`config.mk`:
```
export PLATFORM = sky130hd
export DESIGN_NAME = dpm_ram
export DESIGN_NICKNAME = d
export VERILOG_FILES = /design/src/hdl/dpm_ram.sv
export SDC_FILE = /design/constraint.sdc
export NUM_CORES = 2
export LEC_CHECK = 0
export BUFFER_PORTS_ARGS = -buffer_cell sky130_fd_sc_hd__buf_2
export CAP_MARGIN = 25
export CELL_PAD_IN_SITES_DETAIL_PLACEMENT = 0
export CELL_PAD_IN_SITES_GLOBAL_PLACEMENT = 1
export CORE_ASPECT_RATIO = 2
export CORE_UTILIZATION = 60
export DETAILED_ROUTE_END_ITERATION = 7
export PLACE_DENSITY = 0.83
export SLEW_MARGIN = 20
export SYNTH_ARGS = -nofsm -noshare
export SYNTH_HDL_FRONTEND = slang
export SYNTH_SLANG_ARGS = --single-unit
```
`constraint.sdc`:
```
create_clock -name clk -period 7.7 [get_ports clk]
set_clock_uncertainty 0.1 [all_clocks]
set_input_delay 1.54 -clock clk [delete_from_list [all_inputs] [get_ports clk]]
set_output_delay 1.54 -clock clk [all_outputs]
set_load 0.03 [all_outputs]
```
`src/hdl/dpm_ram.sv`:
```
// Generic simple dual-port RAM: one write port, one read port with
// registered read data. No dependencies.
module dpm_ram #(
  parameter int WIDTH = 16,
  parameter int DEPTH = 256
) (
  input  logic                     clk,
  input  logic                     we,
  input  logic [$clog2(DEPTH)-1:0] waddr,
  input  logic [WIDTH-1:0]         wdata,
  input  logic [$clog2(DEPTH)-1:0] raddr,
  output logic [WIDTH-1:0]         rdata
);

  logic [WIDTH-1:0] mem [DEPTH];

  always_ff @(posedge clk) begin
    if (we) begin
      mem[waddr] <= wdata;
    end
    rdata <= mem[raddr];
  end

endmodule

```
==> results_dict.tcl <==
set metrics [dict create \
    outcome "finished, final reports clean" \
    ir_worst_vdd_mv 0.178 \
    antenna_left 0 \
    syn2layout_area_growth_pct 10.8 \
    numPortBuffers 49 \
    yosysMostFrequentCell "edfxtp_1" \
    hold-path-endpoint "mem[127][0]" \
    drc_errors 0 \
    rr_worst_depth 6 \
    max_freq_ghz 0.187 \
    syn-cell-area_um2 159000 \
    final_nets 7754 \
    post_cts_buffers 0 \
    synth_top_cell_area_share_pct 77.5 \
    avgSynthCellArea_um2 21.6 \
    cts.repair.resized 0 \
    core-area_um2 263000 \
    worst-path-buf-inv 3 \
    path_cells "buf_12 > buf_12 > buf_12 > mux2i_1 > o221ai_1 > a21oi_1 > nor2_1 > nand4_1 > nor4_1" \
    relSlewSlack_pct 13.9 \
    setup_violations 0 \
    yosys_warnings 0 \
    post-place-ws_ns 1.55 \
    worst_ep_arrival_time_ns 6.07 \
    dr.first_iter.drc_count 10300 \
    synthTopCellsByCount "4096 x edfxtp_1, 797 x mux4_2, 565 x mux2i_1" \
    grt_max_degree 191 \
    clockRootBuffer "clkbuf_16" \
    finalCritPeriodShare_pct 69.6 \
    wl_met2_um 218000 \
    grt_setup_unrepaired "no" \
    die-area_um2 267000 \
    dp_hpwl_um 260000 \
    cts.sinks 4112 \
    syn_inst 7360 \
    drt_wl_total_um 429000 \
    critical_path.max_fanout 77 \
    seq_area_um2 123000 \
    fin_ws_ns 2.34 \
    min_path_type "primary input to flop" \
    synthArstFlopShare_pct 0 \
    startpoint_type "primary input" \
    holdWs_ns 0.962 \
    antenna_found_initial 18 \
    vias 79800 \
    dr_wl_met3_um 37000 \
    crit_path_end_kind "flop" \
    fin_crit_ns 5.36 \
    ios 50 \
    dr.max_layer_used "met5" \
    cpMostUsedCell "buf_12" \
    drv_slew 0 \
    hold_viol 0 \
    crit_family "simple AND/OR/NAND/NOR gates" \
    die_w_um 366 \
    synth_top_area_cell "edfxtp_1" \
    drive_gt1_share_pct 23.9 \
    start_util_pct 60.4 \
    grt-ovfl-total 0 \
    critical-path-max-stage-delay_ns 0.89 \
    reg2reg_slack_ns 4.12 \
    h-tree-depth 5 \
    fp-row-count 266 \
    ys_types 52 \
    cts_tree "built" \
    leakage_nw 55.6 \
    cts_made_buffers 334 \
    final.fill_count 16000 \
    timing.rr.start "mem[128][6]" \
    grt_pass1_wl_um 599000 \
    maxCapViolations 0 \
    worst_slew_pin_slew_ns 1.29 \
    synth-seq-cells 4112 \
    required_ns 8.41 \
    synth_fp_nets 7394 \
    fp.dieH_um 729 \
    synth-edff-count 4096 \
    timing.rr.end "rdata[6]" \
    synthTopCellsByArea "edfxtp_1 77%, mux4_2 11%, mux2i_1 3.6%, o221ai_1 1.4%, nor2_1 0.72%" \
    clk_pin_slew_ns 0.07 \
    clkLatencyLatePin_ns 0.93 \
    grt_pass1_vias 81000 \
    wl_met1_um 132000 \
    dr.pass1.iters 6 \
    yosysSeqAreaShare_pct 77.7 \
    ctsHoldBuffers 0 \
    vias_per_cell 6.96 \
    fin_setup_tns_ns 0 \
    clockBufferDepth 4 \
    power_density_nw_per_um2 252 \
    wl_per_cell_um 37.4 \
    grt.total_usage_pct 32.5 \
    holdCritStartpoint "wdata[0]" \
    slowest_stage "nor2_1" \
    place_congestion 0.908 \
    holdPathStages 1 \
    path_class "primary input to flop" \
    synth_flop_cell "edfxtp_1" \
    multi_input_area_um2 32900 \
]
-- worst max-delay path by stage --
| stage | start | to | cells after the start |
|---|---|---|---|
| final | raddr[0] | rdata[7] | 9 |
| after global routing | raddr[0] | rdata[7] | 9 |
| after CTS | raddr[0] | rdata[7] | 9 |
| after detailed placement | raddr[0] | rdata[7] | 9 |
| after global placement | raddr[0] | rdata[8] | 9 |
| after floorplan | waddr[3] | mem[235][0] | 6 |
-- worst register-to-register path, delay by kind of cell, from the launching register on --
| kind | cells | cell delay (ns) |
|---|---|---|
| and+or+nand+nor | 1 | 0.18 |
| muxes | 2 | 0.84 |
| AOI/OAI and AO/OA | 3 | 1.93 |
| DFF | 1 | 0.40 |
-- cell families after synthesis --
group | after synthesis | synth area share, %
AO/OA/AOI/OAI | 786 | 3.54
buffers and inverters | 456 | 1.69
flip-flops | 4112 | 77.7
multiplexers | 1450 | 15.5
AND/OR/NAND/NOR | 556 | 1.57
-- stage by stage --
stage / util (%) / area (um2) / cells / total power [mW]
after floorplan: - / 159000 / 7360 / 26.4
after global placement: 62.7 / 165000 / 10800 / 27.4
after detailed placement: 62.7 / 165000 / 10900 / 27.5
after CTS: 66.9 / 176000 / 11500 / 44.4
after global routing: 66.9 / 176000 / 11500 / 45.3
final: 66.9 / 176000 / 11500 / 44.4
-- per-layer routing --
layer	global-route usage (%)	vias up
li1	-	31900
met1	36.9	41600
met2	54.8	5046
met3	4.91	1302
met4	25.7	10
met5	0	-
-- flip-flops by register name, indices dropped and copies added, names as in the netlist --
name / cells
rdata: 16
mem: 4096
-- where the power goes --
part           switching [mW]  total [mW]  internal [mW]
Clock                    7.82        17.3           9.53
Sequential             0.0479        24.7           24.7
Combinational            1.57        2.33          0.760
Total                    9.43        44.4           35.0
-- layout make-up --
cell class                      instances  area share [%]
Sequential cell                      4112            70.1
Multi-Input combinational cell       2792            18.7
Clock buffer                          398            5.04
Tap cell                             3484            2.48
Timing Repair Buffer                  476            2.42
Clock inverter                        195            1.15
Inverter                                4          0.0157
Antenna cell                           11          0.0157
-- cells in the final DEF, fill, tap and decap left out, types with 13 or more instances in the layout --
cell type / instances
nor2_1: 266
mux2i_1: 565
a22oi_1: 43
dfxtp_1: 16
o31ai_1: 16
nor3_1: 83
a221oi_1: 28
buf_2: 31
nor4_1: 17
nor2_2: 38
a211oi_1: 18
buf_12: 40
clkbuf_1: 50
nand2_1: 38
buf_4: 368
nand4_1: 26
clkinv_1: 69
nand3_1: 29
bufinv_16: 38
o32ai_1: 20
o22ai_1: 148
buf_6: 13
a22o_1: 32
edfxtp_1: 4096
clkbuf_16: 345
clkinv_2: 57
a21oi_1: 175
buf_8: 20
mux4_2: 797
o221ai_1: 252
o21ai_0: 35
mux2_2: 88
Power figures use the tool's default switching activity.
